### config.mk
export PLATFORM = sky130hd
export DESIGN_NAME = bms_response_frame_decoder_core
export DESIGN_NICKNAME = d
export VERILOG_FILES = /design/src/hdl/bmsrfd_pkg.sv /design/src/hdl/bmsrfd_front.sv /design/src/hdl/bmsrfd_back.sv /design/src/hdl/bmsrfd_fifo.sv /design/src/hdl/bms_response_frame_decoder_core.sv
export SDC_FILE = /design/constraint.sdc
export NUM_CORES = 1
export LEC_CHECK = 0
export BUFFER_PORTS_ARGS = -buffer_cell sky130_fd_sc_hd__buf_2
export CAP_MARGIN = 20
export CORE_MARGIN = 1
export CORE_UTILIZATION = 30
export DETAILED_ROUTE_END_ITERATION = 8
export PLACE_DENSITY = 0.46
export SYNTH_ARGS = -nofsm -noshare
export SYNTH_HDL_FRONTEND = slang
export SYNTH_SLANG_ARGS = --single-unit
### constraint.sdc
create_clock -name clk_i -period 7.5 [get_ports clk_i]
set_input_delay 0.375 -clock clk_i [delete_from_list [all_inputs] [get_ports clk_i]]
set_output_delay 0.375 -clock clk_i [all_outputs]
set_load 0.01 [all_outputs]
### src/hdl/bmsrfd_pkg.sv
// ----------------------------------------------------------------------------
// bmsrfd_pkg
// Shared types and constants of the battery monitor reply frame decoder.
// ----------------------------------------------------------------------------
package bmsrfd_pkg;

  localparam int unsigned FrameBytes    = 13;
  localparam int unsigned CellsPerFrame = 3;
  localparam int unsigned MaxFrames     = 16;

  // Request command codes.
  localparam logic [2:0] CMD_PACK   = 3'd0;
  localparam logic [2:0] CMD_MINMAX = 3'd1;
  localparam logic [2:0] CMD_TEMP   = 3'd2;
  localparam logic [2:0] CMD_MOS    = 3'd3;
  localparam logic [2:0] CMD_STATUS = 3'd4;
  localparam logic [2:0] CMD_CELLS  = 3'd5;

  // Result status codes.
  localparam logic [2:0] ST_OK        = 3'd0;
  localparam logic [2:0] ST_CHECKSUM  = 3'd1;
  localparam logic [2:0] ST_NO_DATA   = 3'd2;
  localparam logic [2:0] ST_SLEEPING  = 3'd3;
  localparam logic [2:0] ST_RANGE     = 3'd4;
  localparam logic [2:0] ST_BAD_CELLS = 3'd5;

  // Configuration register indexes.
  localparam logic REG_MIN_CELLS = 1'b0;
  localparam logic REG_MAX_CELLS = 1'b1;

  localparam logic [15:0] CurrentOffset = 16'd30000;
  localparam logic [7:0]  SleepAddr     = 8'h20;
  localparam logic [15:0] MaxSoc        = 16'd1000;
  localparam logic [8:0]  TempOffset2   = 9'd80;

  // Word handed from the framing front end to the decode back end.
  typedef struct packed {
    logic [2:0]  status;
    logic [2:0]  cmd;
    logic [3:0]  fnum;
    logic        last;
    logic [7:0]  cell_count;
    logic [12:0][7:0] bytes;
  } frame_t;

  // Decoded result word.
  typedef struct packed {
    logic [2:0]  status;
    logic [2:0]  command_code;
    logic [3:0]  frame_number;
    logic        last_frame;
    logic [31:0] wide_value;
    logic [16:0] signed_value;
    logic [15:0] value_one;
    logic [15:0] value_two;
    logic [7:0]  byte_one;
    logic [7:0]  byte_two;
    logic [7:0]  byte_three;
    logic [1:0]  switch_flags;
  } result_t;

endpackage

### src/hdl/bmsrfd_front.sv
// ----------------------------------------------------------------------------
// bmsrfd_front
// Gathers bytes into frames, checks the sum and address, sizes replies.
// ----------------------------------------------------------------------------
module bmsrfd_front (
  input  logic                clk_i,
  input  logic                rst_ni,
  input  logic                valid_i,
  input  logic [7:0]          rx_byte_i,
  input  logic [2:0]          request_command_i,
  input  logic                start_of_reply_i,
  input  logic [5:0]          min_cells_i,
  input  logic [5:0]          max_cells_i,
  input  logic                cnt_we_i,
  input  logic [7:0]          cnt_val_i,
  output logic                frame_valid_o,
  output bmsrfd_pkg::frame_t  frame_o
);
  import bmsrfd_pkg::*;

  logic [7:0]  store_q [FrameBytes];
  logic [3:0]  pos_q, pos_d;
  logic [3:0]  fcnt_q, fcnt_d;
  logic [7:0]  sum_q, sum_d;
  logic        abort_q, abort_d;
  logic [4:0]  fexp_q, fexp_d;
  logic [7:0]  cells_q;
  logic        take, count_ok, bad_start, done, last;
  logic [3:0]  pos_eff;
  logic [15:0] nfr_prod;
  logic [6:0]  nfr;
  logic [2:0]  st;

  // Cell count as the front sees it, including a status reply just decoded.
  logic [7:0] cells_now;
  assign cells_now = cnt_we_i ? cnt_val_i : cells_q;

  assign count_ok = (cells_now != 8'd0) && (cells_now >= {2'b0, min_cells_i})
                  && (cells_now < {2'b0, max_cells_i});
  assign bad_start = valid_i && start_of_reply_i && (request_command_i == CMD_CELLS)
                   && !count_ok;
  assign take    = valid_i && (start_of_reply_i || !abort_q) && !bad_start;
  assign pos_eff = start_of_reply_i ? 4'd0 : pos_q;
  assign done    = take && (pos_eff == 4'(FrameBytes - 1));

  // Frames for a cell reply, rounded up. The divide by three is a multiply
  // by 171 and a shift by 9, exact for every value below 512.
  assign nfr_prod = (16'(cells_now) + 16'(CellsPerFrame - 1)) * 16'd171;
  assign nfr      = nfr_prod[15:9];

  // Frame checks and next state.
  always_comb begin
    logic [7:0] s0;
    logic [4:0] fe;
    logic [3:0] fc;
    s0 = start_of_reply_i ? 8'd0 : sum_q;
    fc = start_of_reply_i ? 4'd0 : fcnt_q;
    fe = fexp_q;
    if (valid_i && start_of_reply_i) begin
      if (request_command_i == CMD_CELLS) begin
        fe = (nfr > 7'(MaxFrames)) ? 5'(MaxFrames) : nfr[4:0];
      end else begin
        fe = 5'd1;
      end
    end
    if (s0 != rx_byte_i) st = ST_CHECKSUM;
    else if (s0 == 8'd0) st = ST_NO_DATA;
    else if (store_q[1] >= SleepAddr && !(start_of_reply_i)) st = ST_SLEEPING;
    else st = ST_OK;
    last   = (st != ST_OK) || ({1'b0, fc} + 5'd1 >= fe);
    pos_d  = pos_q;
    sum_d  = sum_q;
    fcnt_d = fcnt_q;
    abort_d = abort_q;
    fexp_d = fe;
    if (bad_start) begin
      abort_d = 1'b1;
      fexp_d  = 5'd0;
    end else if (take) begin
      abort_d = 1'b0;
      if (done) begin
        pos_d  = 4'd0;
        sum_d  = 8'd0;
        fcnt_d = fc + 4'd1;
        if (last) abort_d = 1'b1;
      end else begin
        pos_d  = pos_eff + 4'd1;
        sum_d  = s0 + rx_byte_i;
        fcnt_d = fc;
      end
    end
  end

  // Control registers.
  always_ff @(posedge clk_i or negedge rst_ni) begin
    if (!rst_ni) begin
      pos_q   <= 4'd0;
      fcnt_q  <= 4'd0;
      sum_q   <= 8'd0;
      abort_q <= 1'b1;
      fexp_q  <= 5'd0;
      cells_q <= 8'd0;
    end else begin
      pos_q   <= pos_d;
      fcnt_q  <= fcnt_d;
      sum_q   <= sum_d;
      abort_q <= abort_d;
      fexp_q  <= fexp_d;
      cells_q <= cells_now;
    end
  end

  // Frame byte store.
  always_ff @(posedge clk_i) begin
    if (take) store_q[pos_eff] <= rx_byte_i;
  end

  // Hand a finished frame or a refused start to the back end.
  always_comb begin
    frame_valid_o = bad_start || done;
    frame_o.cmd   = request_command_i;
    frame_o.fnum  = start_of_reply_i ? 4'd0 : fcnt_q;
    frame_o.cell_count = cells_now;
    for (int i = 0; i < FrameBytes - 1; i++) frame_o.bytes[i] = store_q[i];
    frame_o.bytes[FrameBytes - 1] = rx_byte_i;
    if (bad_start) begin
      frame_o.status = ST_BAD_CELLS;
      frame_o.last   = 1'b1;
    end else begin
      frame_o.status = st;
      frame_o.last   = last;
    end
  end

  assert property (@(posedge clk_i) disable iff (!rst_ni) !(bad_start && take))
    else $error("refused start also taken");
  assert property (@(posedge clk_i) disable iff (!rst_ni)
                   done |-> (pos_eff == 4'(FrameBytes - 1)))
    else $error("frame end off position");
  assert property (@(posedge clk_i) disable iff (!rst_ni) pos_q < 4'(FrameBytes))
    else $error("byte position overrun");

endmodule

### src/hdl/bmsrfd_back.sv
// ----------------------------------------------------------------------------
// bmsrfd_back
// Decodes a checked frame into result fields for the pending command.
// ----------------------------------------------------------------------------
module bmsrfd_back (
  input  bmsrfd_pkg::frame_t  frame_i,
  output bmsrfd_pkg::result_t result_o,
  output logic                cnt_we_o,
  output logic [7:0]          cnt_val_o
);
  import bmsrfd_pkg::*;

  always_comb begin
    logic [15:0] a45, a78, a89, a910, a1011, a56;
    logic [16:0] diff;
    logic signed [9:0] s;
    logic signed [9:0] t;
    logic [7:0] base, left, k;
    logic [2:0] st;
    a45   = {frame_i.bytes[4], frame_i.bytes[5]};
    a56   = {frame_i.bytes[5], frame_i.bytes[6]};
    a78   = {frame_i.bytes[7], frame_i.bytes[8]};
    a89   = {frame_i.bytes[8], frame_i.bytes[9]};
    a910  = {frame_i.bytes[9], frame_i.bytes[10]};
    a1011 = {frame_i.bytes[10], frame_i.bytes[11]};
    diff  = 17'd0;
    s     = 10'(frame_i.bytes[4]) + 10'(frame_i.bytes[6]) - 10'(TempOffset2);
    t     = (s < 0) ? -((-s) >>> 1) : (s >>> 1);
    base  = 8'(frame_i.fnum) * 8'(CellsPerFrame);
    left  = (frame_i.cell_count > base) ? frame_i.cell_count - base : 8'd0;
    k     = (left > 8'(CellsPerFrame)) ? 8'(CellsPerFrame) : left;
    st    = frame_i.status;
    result_o = '0;
    cnt_we_o = 1'b0;
    cnt_val_o = frame_i.bytes[4];
    if (st == ST_OK) begin
      case (frame_i.cmd)
        CMD_PACK: begin
          if (a89 == 16'd0 || a1011 > MaxSoc) begin
            st = ST_RANGE;
          end else begin
            result_o.signed_value = {1'b0, a89} - {1'b0, CurrentOffset};
            result_o.value_one = a45;
            result_o.value_two = a1011;
          end
        end
        CMD_MINMAX: begin
          diff = {1'b0, a45} - {1'b0, a78};
          result_o.signed_value = diff;
          result_o.value_one = a45;
          result_o.value_two = a78;
          result_o.byte_one = frame_i.bytes[6];
          result_o.byte_two = frame_i.bytes[9];
        end
        CMD_TEMP: result_o.signed_value = 17'(t);
        CMD_MOS: begin
          result_o.wide_value = {frame_i.bytes[8], frame_i.bytes[9],
                                 frame_i.bytes[10], frame_i.bytes[11]};
          result_o.byte_one = frame_i.bytes[4];
          result_o.byte_two = frame_i.bytes[7];
          result_o.switch_flags = {frame_i.bytes[6] == 8'd0, frame_i.bytes[5] == 8'd0};
        end
        CMD_STATUS: begin
          cnt_we_o = 1'b1;
          result_o.value_one = a910;
          result_o.value_two = {8'd0, frame_i.bytes[7]};
          result_o.byte_one = frame_i.bytes[4];
          result_o.byte_two = frame_i.bytes[5];
          result_o.byte_three = frame_i.bytes[6];
        end
        CMD_CELLS: begin
          result_o.byte_one = base;
          result_o.byte_two = k;
          if (k > 8'd0) result_o.value_one = a56;
          if (k > 8'd1) result_o.value_two = a78;
          if (k > 8'd2) result_o.wide_value = {16'd0, a910};
        end
        default: ;
      endcase
    end
    if (st != ST_OK) begin
      result_o = '0;
      result_o.last_frame = 1'b1;
    end else begin
      result_o.last_frame = frame_i.last;
    end
    result_o.status = st;
    result_o.command_code = frame_i.cmd;
    result_o.frame_number = frame_i.fnum;
  end

endmodule

### src/hdl/bmsrfd_fifo.sv
// ----------------------------------------------------------------------------
// bmsrfd_fifo
// Short result queue between the decoder and the output side.
// ----------------------------------------------------------------------------
module bmsrfd_fifo (
  input  logic                clk_i,
  input  logic                rst_ni,
  input  logic                push_i,
  input  bmsrfd_pkg::result_t data_i,
  input  logic                pop_i,
  output bmsrfd_pkg::result_t data_o,
  output logic                empty_o,
  output logic                full_o
);
  import bmsrfd_pkg::*;

  result_t     mem_q [4];
  logic [1:0]  wp_q, rp_q;
  logic [2:0]  cnt_q;
  logic        do_pop, do_push;

  assign empty_o = (cnt_q == 3'd0);
  assign full_o  = (cnt_q == 3'd4);
  assign do_pop  = pop_i && !empty_o;
  assign do_push = push_i;
  assign data_o  = mem_q[rp_q];

  // Pointers and fill count.
  always_ff @(posedge clk_i or negedge rst_ni) begin
    if (!rst_ni) begin
      wp_q  <= 2'd0;
      rp_q  <= 2'd0;
      cnt_q <= 3'd0;
    end else begin
      if (do_push) wp_q <= wp_q + 2'd1;
      if (do_pop) rp_q <= rp_q + 2'd1;
      cnt_q <= cnt_q + 3'(do_push) - 3'(do_pop);
    end
  end

  // Storage.
  always_ff @(posedge clk_i) begin
    if (do_push) mem_q[wp_q] <= data_i;
  end

  assert property (@(posedge clk_i) disable iff (!rst_ni) !(push_i && full_o && !do_pop))
    else $error("result queue overflow");
  assert property (@(posedge clk_i) disable iff (!rst_ni) cnt_q <= 3'd4)
    else $error("fill count out of range");
  assert property (@(posedge clk_i) disable iff (!rst_ni) (wp_q - rp_q) == cnt_q[1:0])
    else $error("pointers disagree with fill count");

endmodule

### src/hdl/bms_response_frame_decoder_core.sv
// ----------------------------------------------------------------------------
// bms_response_frame_decoder_core
// Battery monitor reply decoder: bytes in, one decoded word per frame out.
// ----------------------------------------------------------------------------
// Channel   Direction  Handshake      Payload
// input     in         push/full      rx_byte, request_command, start_of_reply
// result    out        empty/pop      status ... switch_flags
// config    in         cfg_we_i       cfg_index_i, cfg_data_i
//
// One byte is taken each cycle while full is low; the decode adds no stall.
// Once its frame's last byte is taken, a word passes into the stage register and
// then into the result queue before it is on the result ports.
// full rises when the four-word result queue cannot take a possible word.
// Reset is asynchronous; the block starts idle awaiting a reply start.
module bms_response_frame_decoder_core (
  input  logic        clk_i,
  input  logic        rst_ni,
  input  logic        push,
  output logic        full,
  input  logic [7:0]  rx_byte_i,
  input  logic [2:0]  request_command_i,
  input  logic        start_of_reply_i,
  output logic        empty,
  input  logic        pop,
  output logic [2:0]  status_o,
  output logic [2:0]  command_code_o,
  output logic [3:0]  frame_number_o,
  output logic        last_frame_o,
  output logic [31:0] wide_value_o,
  output logic [16:0] signed_value_o,
  output logic [15:0] value_one_o,
  output logic [15:0] value_two_o,
  output logic [7:0]  byte_one_o,
  output logic [7:0]  byte_two_o,
  output logic [7:0]  byte_three_o,
  output logic [1:0]  switch_flags_o,
  input  logic        cfg_we_i,
  input  logic [1:0]  cfg_index_i,
  input  logic [5:0]  cfg_data_i
);
  import bmsrfd_pkg::*;

  logic [5:0] min_q, max_q;
  logic       fv_q, fv, cnt_we;
  frame_t     fr, fr_q;
  result_t    res, q_out;
  logic [7:0] cnt_val;
  logic       q_full, q_empty;
  logic       occ3;
  logic [2:0] occ_q;

  // Configuration registers.
  always_ff @(posedge clk_i or negedge rst_ni) begin
    if (!rst_ni) begin
      min_q <= 6'd1;
      max_q <= 6'd48;
    end else if (cfg_we_i && cfg_index_i[1] == 1'b0) begin
      if (cfg_index_i[0] == REG_MIN_CELLS) min_q <= cfg_data_i;
      else max_q <= cfg_data_i;
    end
  end

  bmsrfd_front u_front (
    .clk_i, .rst_ni, .valid_i(push && !full), .rx_byte_i, .request_command_i,
    .start_of_reply_i, .min_cells_i(min_q), .max_cells_i(max_q),
    .cnt_we_i(fv_q && cnt_we), .cnt_val_i(cnt_val),
    .frame_valid_o(fv), .frame_o(fr));

  // Stage register between framing and decode.
  always_ff @(posedge clk_i or negedge rst_ni) begin
    if (!rst_ni) fv_q <= 1'b0;
    else fv_q <= fv;
  end
  always_ff @(posedge clk_i) begin
    if (fv) fr_q <= fr;
  end

  bmsrfd_back u_back (.frame_i(fr_q), .result_o(res), .cnt_we_o(cnt_we),
                      .cnt_val_o(cnt_val));

  bmsrfd_fifo u_fifo (.clk_i, .rst_ni, .push_i(fv_q), .data_i(res), .pop_i(pop),
                      .data_o(q_out), .empty_o(q_empty), .full_o(q_full));

  // Keep room for the word in the stage register plus one new one.
  assign full  = q_full || (fv_q && !(pop && !q_empty) && occ3);
  always_ff @(posedge clk_i or negedge rst_ni) begin
    if (!rst_ni) occ_q <= 3'd0;
    else occ_q <= occ_q + 3'(fv_q) - 3'(pop && !q_empty);
  end
  assign occ3 = (occ_q >= 3'd3);

  assign empty          = q_empty;
  assign status_o       = q_out.status;
  assign command_code_o = q_out.command_code;
  assign frame_number_o = q_out.frame_number;
  assign last_frame_o   = q_out.last_frame;
  assign wide_value_o   = q_out.wide_value;
  assign signed_value_o = q_out.signed_value;
  assign value_one_o    = q_out.value_one;
  assign value_two_o    = q_out.value_two;
  assign byte_one_o     = q_out.byte_one;
  assign byte_two_o     = q_out.byte_two;
  assign byte_three_o   = q_out.byte_three;
  assign switch_flags_o = q_out.switch_flags;

  assert property (@(posedge clk_i) disable iff (!rst_ni) !(fv_q && q_full))
    else $error("decoded word lost at full queue");
  assert property (@(posedge clk_i) disable iff (!rst_ni) occ_q <= 3'd4)
    else $error("occupancy out of range");
  assert property (@(posedge clk_i) disable iff (!rst_ni) (occ_q == 3'd0) == q_empty)
    else $error("occupancy disagrees with queue");

endmodule
### Yosys cells after proc, flatten, opt, wreduce, memory -nomap -nowiden

Memory sizes are Yosys's and may differ from the RTL's. A register that Yosys moved wholly into a read port is not among the register bits.
Index checks and enable logic that the tools add are counted.
W data, S select, Z words.

| storage, ports and cells | value |
|---|---|
| logic and storage cells | 149 |
| input bits | 25 |
| memories kept | 2 |
| bits in registers | 72 |
| memory bits (writable) | 576 |
| output and inout port bits | 120 |

| operators by class | value |
|---|---|
| mux-type cells | 43 |
| $add $sub $neg | 18 |
| multipliers | 2 |
| order comparisons | 13 |
| eq/ne operators | 9 |
| bitwise operators | 3 |
| reduce and logical (&&, ||, !) cells | 41 |

Memory list:

| name | depth | bits a word | read ports | clocked after Yosys merged registers in | wr ports | line | source |
|---|---|---|---|---|---|---|---|
| u_fifo.mem_q | 4 | 118 | 1 | 0 | 1 | bmsrfd_fifo.sv:17 | `result_t mem_q [4];` |
| u_front.store_q | 13 | 8 | 9 | 8 | 1 | bmsrfd_front.sv:21 | `logic [7:0] store_q [FrameBytes];` |

Operators with widths:

| operator | count |
|---|---|
| $mux W107 | 2 |
| $pmux W32 S4 | 1 |
| $pmux W16 S4 | 1 |
| $pmux W32 S2 | 1 |
| $pmux W17 S3 | 1 |
| $mux W49 | 1 |
| $mux W16 | 3 |
| $mux W8 | 6 |
| $logic_not A8 Y1 | 3 |
| $mux W5 | 4 |
| $sub A16 B15 Y17 const B | 1 |
| $sub A16 B16 Y17 | 1 |
| $gt A16 B10 Y1 const B | 1 |
| $gt A8 B1 Y1 const B | 2 |
| $gt A8 B2 Y1 const B | 2 |
| $logic_not A16 Y1 | 1 |
| $mul A16 B8 Y16 const B | 1 |
| $mux W4 | 4 |
| $logic_and A1 B1 Y1 | 15 |
| $mux W3 | 5 |
| $eq A3 B3 Y1 const B | 4 |
| $mux W1 | 11 |
| $lt A10 B1 Y1 const B | 1 |
| $mux W10 | 1 |
| other kinds (33) | 56 |

### Longest topological paths before layout

Gate-level depths: netlist (run 1).

| depth | value |
|---|---|
| depth after elaboration | 18 |
| mapped depth | 34 |
| mapped depth without buffers | 32 |

### Hierarchy

Synthesis (run 1) repeated with hierarchy kept, for this count alone.

| second synthesis, totals | value |
|---|---|
| cell total of the unflattened synthesis | 2,037 |
| area, all modules | 33,064.2 um2 |

Modules (own cells, without submodules):

| module | sequential area each (um2) | cells each | instances | area an instance (um2) |
|---|---|---|---|---|
| bmsrfd_fifo | 14,348.8 | 652 | 1 | 17,428.0 |
| bmsrfd_front | 3,634.7 | 535 | 1 | 6,790.3 |
| bmsrfd_back | 0.0 | 679 | 1 | 4,453.0 |
| bms_response_frame_decoder_core | 4,097.7 | 171 | 1 | 4,393.0 |

### Worst setup path before layout (run 1)

OpenSTA, ideal clock, no wires.

| timing path | value |
|---|---|
| path kind | reg2reg |
| start point | register fr_q[119] in the netlist's numbering |
| end point | register fr_q[112] in the netlist's numbering, data pin |
| data required time | 7.221 ns |
| stages on the path, launching flop included | 32 |
| path buffers | 3 |
| setup slack | -0.145 ns |
| clock period less this slack | 7.645 ns |
| library setup time | 0.279 ns |
| arrival | 7.366 ns |
| cells stage by stage | edfxtp_1 buf_4 nor3b_1 nand2_1 clkbuf_1 clkbuf_1 mux2_2 ha_1 nand3_1 xnor2_1 nor2_1 a21oi_1 fa_1 fa_1 inv_1 fa_1 inv_1 ha_1 and3_1 o211ai_1 o21bai_1 a211oi_2 mux2i_1 nor3_2 nand4_4 o31a_1 ha_1 a21o_1 a21oi_1 nor2b_1 o21ai_0 or4b_1 |

RTL lines:

| item | line | source |
|---|---|---|
| start: declaration | bms_response_frame_decoder_core.sv:45 | `frame_t fr, fr_q;` |
| start signal: assignment | bms_response_frame_decoder_core.sv:75 | `if (fv) fr_q <= fr;` |

==> results.md, run 1 <==
* Footprint of the multi-input gates at a little under 10,000 um^2
* Max Cap Viol at 0
* Ys async rst share at under 10%
* Grt peak-use layer: met2
* Number of flops mapped to enable cells by yosys at 622
* Power Density at 282 nW/um^2
* DIE HEIGHT at ~320 um
* Initial antenna violation count at 4
* Inst Count DP at approximately 3,400
* Final hold violations at 0
* Synthesized area at approximately 30,000 um^2
* Total grt overflow at 0
* Critical-path top delay cell: fa_1
* DRT iter0 DRCs at roughly 1,300
* Tmin final at 7.24 ns
* Core ar. at 100,000 um^2
* Reg2reg path depth at 28
* H-tree levels at 3
* Max-slew headroom at 26.7%
* Setup Viol. Count Final at 0
* Register area at 20,000 um^2
* Utilization after layout at 35.7%
* Post-Layout Cell Count at 3,560
* Hold path depth at 4
* Clk Latency, worst-skew pair at 0.65 ns
* Top Ports at 145
* Number of global-route vias before repair at 18,061
* Reg clk slew, reported paths at 0.06 ns
* Syn nets at 2,086
* Startpoint types: flop
* Die area at 103,000 um^2
* Hold_ws at 0.0977 ns
* Met2 Usage GRT at 27.1%
* HP Class: in2reg
* CTS Buffer Depth at 3
* Die width at ~320 um
* Overall Global Routing Usage at 15.9%
* Share of cells above drive strength 1 at roughly 22%
* Sequential share of the synthesized area at 65.8%
* Fillers at approximately 9,500
* Crit path capture type: flop
* FF+latch count, synth at between 600 and 700
* Clock sinks at 675
* Setup TNS at 0 ns
* Largest stage delay, worst path at 0.53 ns
* DRC at 0
* Post-DRT Antenna Nets at 0
* Crit path max fanout at 6
* Synth Flop Type: edfxtp_1
* CP most frequent cell: ha_1
* CTS tree: yes
* First-pass GRT wire length at 120,000 um
* Met1 Use GR at 20.4%
* Global-route track usage on met3 at 2.82%
* VDD IR-drop max at 0.183 mV
* Initial Util at a little under a third
* Routed WL per cell at approximately 23 um
* Final Max Tran Viols at 0
* Pin count of the biggest net entering global routing at 64
* Synth warn at 0
* CP arrival at 7.61 ns
* Via-to-Cell Ratio at slightly below 5
* Root buffer cell: clkbuf_16
* Routed via count at 17,511
* Nets@finish at 2,309
* Pleak at roughly 12 nW
* HPWL Detailed at about 56,000 um
* Worst Clk Skew at 0.0491 ns
* DR pass1 iterations at 5
* Tcrit/Tclk final at between 90% and 100%
* Worst-Margin Slew at 1.10 ns
* Rows at 116
* WP data required at 7.87 ns
* Area Overhead vs Synth at 17.6%
* Gate Count Post-Synth at 1,918
* Final wirelength at a little over 80,000 um
* Gp weighted congestion at 0.851
* IO Port Bufs at about 140
* Overall power at 0.0101 W
* Post-synth cell types at 83
* Avg Inst Size Synth at 15.9 um^2
* Status: completed
* CP Class: reg2reg
* Achievable clock frequency at 0.138 GHz
* CTS buffer count at 78
## cell families (layout without fill, tap and decap cells)
family | after synthesis | in the layout | synth area share, %
mux | 144 | 144 | 9.64
fa+ha+maj | 143 | 143 | 6.38
flops | 675 | 675 | 65.8
simple gates | 383 | 384 | 6.55
buf+inv | 189 | 472 | 2.39
other cells | 0 | 1 | 0
compound gates | 320 | 320 | 7.40
xor+xnor | 64 | 64 | 1.87
## worst paths after layout
| path | end | from | slack, ns |
|---|---|---|---|
| worst max-delay path | fr_q[112]$_SDFFCE_PP1P_ | fr_q[122]$_SDFFCE_PP1P_ | 0.26 |
| worst min-delay path | min_q[4]$_DFFE_PN0P_ | cfg_index_i[1] | 0.1 |
| worst max register to register | fr_q[112]$_SDFFCE_PP1P_ | fr_q[122]$_SDFFCE_PP1P_ | 0.26 |
| worst min register to register | fr_q[73]$_DFFE_PP_ | u_front.store_q[9][1]$_DFFE_PP_ | 0.40 |
| max in group asynchronous | u_fifo.rp_q[1]$_DFFE_PN0P_ | rst_ni | 6.50 |
| min in group asynchronous | u_front.fexp_q[1]$_DFF_PN0_ | rst_ni | 0.43 |
## sequential cells by signal, indices dropped and copies added, names as in the netlist
| signal | cells |
|---|---|
| u_fifo.cnt_q | 3 |
| max_q | 6 |
| u_fifo.mem_q | 472 |
| u_front.sum_q | 8 |
| u_fifo.rp_q | 2 |
| u_front.fexp_q | 5 |
| occ_q | 3 |
| u_front.abort_q | 1 |
| u_front.store_q | 67 |
| fv_q | 1 |
| u_fifo.wp_q | 2 |
| u_front.pos_q | 4 |
| fr_q | 83 |
| min_q | 6 |
| u_front.fcnt_q | 4 |
| u_front.cells_q | 8 |
## power breakdown
group	internal [W]	switching (W)
combinational	0.000966	0.00106
sequential	0.00420	0.000179
clock	0.00215	0.00155
## layer usage
| layer | share of wire [%] | up-vias | wire length [um] |
|---|---|---|---|
| li1 | - | 7974 | - |
| met3 | 4.1 | 128 | 3390 |
| met5 | 0 | - | 0 |
| met1 | 43 | 8977 | 35400 |
| met2 | 50 | 432 | 40900 |
| met4 | 2.6 | 0 | 2160 |
## stage by stage
| step | instance area, um^2 | worst slack (ns) |
|---|---|---|
| 2_1_floorplan | 30400 | 0.0425 |
| 3_3_place_gp | 33000 | 0.115 |
| 3_5_place_dp | 33000 | 0.0672 |
| 4_1_cts | 35600 | 0.0796 |
| 5_1_grt | 35800 | -0.0812 |
| 6_report | 35800 | 0.260 |
## Yosys cell counts, types with 35 or more instances
| cell type | count | area [um^2] |
|---|---|---|
| a21oi_1 | 55 | 275 |
| ha_1 | 123 | 1540 |
| clkbuf_1 | 46 | 173 |
| mux4_2 | 118 | 2660 |
| a22oi_1 | 37 | 278 |
| dfrtp_1 | 49 | 1230 |
| xnor2_1 | 45 | 394 |
| nor3_1 | 35 | 175 |
| o21ai_0 | 58 | 290 |
| nor2_1 | 90 | 338 |
| inv_1 | 115 | 432 |
| edfxtp_1 | 622 | 18700 |
| nand2_1 | 81 | 304 |
## cells in the final DEF (no fill, tap or decap), types with 18 or more instances in the layout
master	count
and3_1	24
nor3_1	33
nor4_1	20
xnor2_1	43
o21ai_0	57
nor2_1	90
edfxtp_1	622
nand2_1	79
a22oi_1	37
o2bb2ai_1	25
a21oi_1	52
dfrtp_1	47
fa_1	20
clkbuf_16	78
buf_4	57
ha_1	121
buf_2	145
xor2_1	18
inv_1	115
and2_1	20
nor2b_1	21
mux4_2	118
nand3_1	21
## area by class of cell
cell class / count / area share [%]
timing repair buffer: 214 / 3.61
clock buffer: 94 / 5.62
tap: 1357 / 4.74
antenna: 1 / 0.00699
inverter: 117 / 1.23
multi-input combinational: 1055 / 27.4
clock inverter: 47 / 1.42
sequential: 675 / 55.9
## critical path, delay by kind of cell (launching register included)
kind	cells	cell delay [ns]
AO/OA/AOI/OAI	7	1.38
buffers and inverters	4	0.34
multiplexers	2	0.48
flip-flops	1	0.43
AND/OR/NAND/NOR	7	1.65
adder cells (fa/ha/maj)	7	2.51
XOR/XNOR	1	0.19
## timing repair
action,CTS,global route
setup buffers,0,6
hold buffers,10,0
resized for setup,0,13
endpoints found under the setup margin,0,2
endpoints found under the hold margin,64,0
Power figures use the tool's default switching activity.
==> run 2, diff against run 1 <==
--- a/config.mk
+++ b/config.mk
@@ -7,7 +7,7 @@
 export LEC_CHECK = 0
 export BUFFER_PORTS_ARGS = -buffer_cell sky130_fd_sc_hd__buf_2
 export CAP_MARGIN = 20
-export CORE_MARGIN = 1
+export CORE_MARGIN = 10
 export CORE_UTILIZATION = 30
 export DETAILED_ROUTE_END_ITERATION = 8
 export PLACE_DENSITY = 0.46
==> run 2 against run 1 <==
- sequential share of layout area increased by 0.28 points
- global-route usage decreased by 1.6 points
- count of clock-buffer cells in the layout decreased by 4
- register-to-register slack improved by 0.17 ns
- largest power group unchanged
- sequential cell count unchanged
- clock skew increased by 0.013 ns
- wire length increased by 2.4%
==> results.md, run 2 (synthesis results as in run 1) <==
* Via-to-Cell Ratio at 4.96 (+0.82%)
* Status: completed
* Overall Global Routing Usage at 14.3% (-1.6 points)
* CP top delay family: adder cells
* Max-slew headroom at 28.3% (+1.6 points)
* Flop pwr share at 43.6% (+0.3 points)
* NetSw at 0.00279 W (+0.42%)
* Routed WL per cell at 23.6 um (+2.7%)
* Inst Count DP at 3,397 (-0.059%)
* Final Instance Area at 35,600 um^2 (-0.49%)
* Top Registers: u_fifo.mem_q (472), fr_q (83), u_front.store_q (67)
* Reg clk slew, reported paths at 0.06 ns (about the same)
* Reg2Reg Setup Slack at 0.43 ns (+0.17 ns)
* Nets@finish at 2,301 (-0.35%)
* DIE HEIGHT at 338 um (+5.6%)
* Switch share at 27.8% (+0.27 points)
* Clock sinks at 675 (unchanged)
* DRT iter0 DRCs at 1,243 (-6.6%)
* CP arrival at 7.47 ns (-0.14 ns)
* WP buf/inv at 4 (unchanged)
* H-tree levels at 3 (unchanged)
* Area after DPL at 33,000 um^2 (about the same)
* Crit path max fanout at 6 (unchanged)
* Worst Setup SP: fr_q[122]$_SDFFCE_PP1P_
* Int Pwr at 0.00724 W (-0.94%)
* Clk pwr share at 36.0% (-0.6 points)
* Max reg flops at 472 (unchanged)
* HPWL Detailed at 57,400 um (+3.3%)
* Top Ports at 145 (unchanged)
* Setup Viol. Count Final at 0 (unchanged)
* Critical Path End: fr_q[112]$_SDFFCE_PP1P_
* Critical-path top delay cell: fa_1
* Final hold violations at 0 (unchanged)
* Number of global-route vias before repair at 18,014 (-0.26%)
* Total grt overflow at 0 (unchanged)
* Worst r2r src: fr_q[122]$_SDFFCE_PP1P_
* First-pass GRT wire length at 123,000 um (+2.2%)
* Post-Layout Cell Count at 3,547 (-0.37%)
* Clk Latency, worst-skew pair at 0.67 ns (+0.02 ns)
* Pleak at 12.4 nW (-0.54%)
* Commonest non-fill, non-tap cell in the layout: edfxtp_1
* Reg2reg path depth at 28 (unchanged)
* Pin count of the biggest net entering global routing at 75 (+17%)
* Max Cap Viol at 0 (unchanged)
* Critical Path Stages at 28 (unchanged)
* Rows at 116 (unchanged)
* Largest stage delay, worst path at 0.55 ns (+0.02 ns)
* Share of cells above drive strength 1 at 21.7% (-0.55 points)
* Worst-Margin Slew at 1.07 ns (-0.0267 ns)
* Final Worst Setup Slack at 0.431 ns (+0.171 ns)
* Gp weighted congestion at 0.867 (+1.9%)
* Final Max Tran Viols at 0 (unchanged)
* IO Port Bufs at 144 (unchanged)
* Final wirelength at 83,700 um (+2.4%)
* Utilization after layout at 35.5% (-0.17 points)
* Most frequent cells in the layout: edfxtp_1, buf_2, ha_1, mux4_2, inv_1
* Die area at 115,000 um^2 (+12%)
* DRC at 0 (unchanged)
* Comb pwr share at 20.4% (+0.3 points)
* Worst reg2reg path endpoint: fr_q[112]$_SDFFCE_PP1P_
* Power Density at 282 nW/um^2 (about the same)
* Area Overhead vs Synth at 17.1%
* Initial Util at 30.3% (unchanged)
* CTS tree: yes
* Initial antenna violation count at 3 (-1)
* HP Class: in2reg
* VDD IR-drop max at 0.183 mV (about the same)
* Core ar. at 100,000 um^2 (unchanged)
* CP most frequent cell: ha_1
* Die width at 338 um (+5.6%)
* Biggest register: u_fifo.mem_q
* Worst Clk Skew at 0.0622 ns (+0.0131 ns)
* Tcrit/Tclk final at 94.3% (-2.3 points)
* Crit path capture type: flop
* CP Class: reg2reg
* Post-Place Setup Slack at 0.0996 ns (+0.0325 ns)
* Root buffer cell: clkbuf_16
* DR pass1 iterations at 6 (+1)
* Startpoint types: flop
* Post-DRT Antenna Nets at 0 (unchanged)
* Setup TNS at 0 ns (unchanged)
* Tmin final at 7.07 ns (-0.171 ns)
* CTS Buffer Depth at 3 (unchanged)
* Routed via count at 17,590 (+0.45%)
* CTS buffer count at 76 (-2.6%)
* WP data required at 7.90 ns (+0.03 ns)
* Achievable clock frequency at 0.141 GHz (+2.4%)
## run 2: how the worst min path moves through the flow
stage,startpoint,endpoint,cells past startpoint
2_1_floorplan,rst_ni,fv_q$_DFF_PN0_,0
3_3_place_gp,u_front.store_q[6][0]$_DFFE_PP_,fr_q[48]$_DFFE_PP_,0
3_5_place_dp,u_front.store_q[4][5]$_DFFE_PP_,fr_q[37]$_DFFE_PP_,0
4_1_cts,rx_byte_i[0],u_front.store_q[6][0]$_DFFE_PP_,1
5_1_grt,rx_byte_i[0],u_front.store_q[4][0]$_DFFE_PP_,1
6_report,rx_byte_i[0],u_front.store_q[6][0]$_DFFE_PP_,1
## run 2: power groups by stage
stage                     registers, W  clock network [W]  logic [W]
after detailed placement       0.00446                  0    0.00214
final                          0.00437            0.00361    0.00205
after global placement         0.00445                  0    0.00213
after floorplan                0.00433                  0    0.00141
after global routing           0.00439            0.00388    0.00226
after CTS                      0.00438            0.00372    0.00215
## run 2: metal layers
layer | track usage [%] | share of wire, % | up-vias
met3 | 2.34 | 4.1 | 142
met4 | 5.04 | 3.0 | 2
li1 | - | - | 7965
met1 | 18.5 | 43 | 9015
met2 | 24.0 | 49 | 466
met5 | 0 | 0.016 | -
## run 2: area by class of cell
cell class | instances | area, um^2
fill | 9599 | 64700
sequential | 675 | 20000
multi-input combinational | 1054 | 9760
clock buffer | 90 | 2020
tap | 1357 | 1700
timing repair buffer | 209 | 1270
inverter | 117 | 439
clock inverter | 44 | 405
antenna | 1 | 2.50
## run 2: worst reg2reg max path: cells and delay by family, from the launching register on
kind,cells,cell delay (ns)
AO/OA/AOI/OAI,8,1.44
XOR/XNOR,2,0.39
adder cells (fa/ha/maj),7,2.56
buffers and inverters,4,0.37
flip-flops,1,0.45
multiplexers,1,0.31
AND/OR/NAND/NOR,6,1.34
## run 2: repair_timing
item / 4_1_cts / 5_1_grt
resized for setup: 0 / 6
buffers inserted: 0 / 2
hold endpoints to repair: 64 / 0
hold buffers: 10 / 0
endpoints found under the setup margin: 0 / 2
## run 2: through the flow
| step | power [W] | hold slack (ns) |
|---|---|---|
| 3_5_place_dp | 0.00659 | 0.405 |
| 6_report | 0.0100 | 0.0859 |
| 5_1_grt | 0.0105 | 0.0752 |
| 3_3_place_gp | 0.00658 | 0.400 |
| 2_1_floorplan | 0.00574 | 0.0794 |
| 4_1_cts | 0.0103 | 0.0486 |
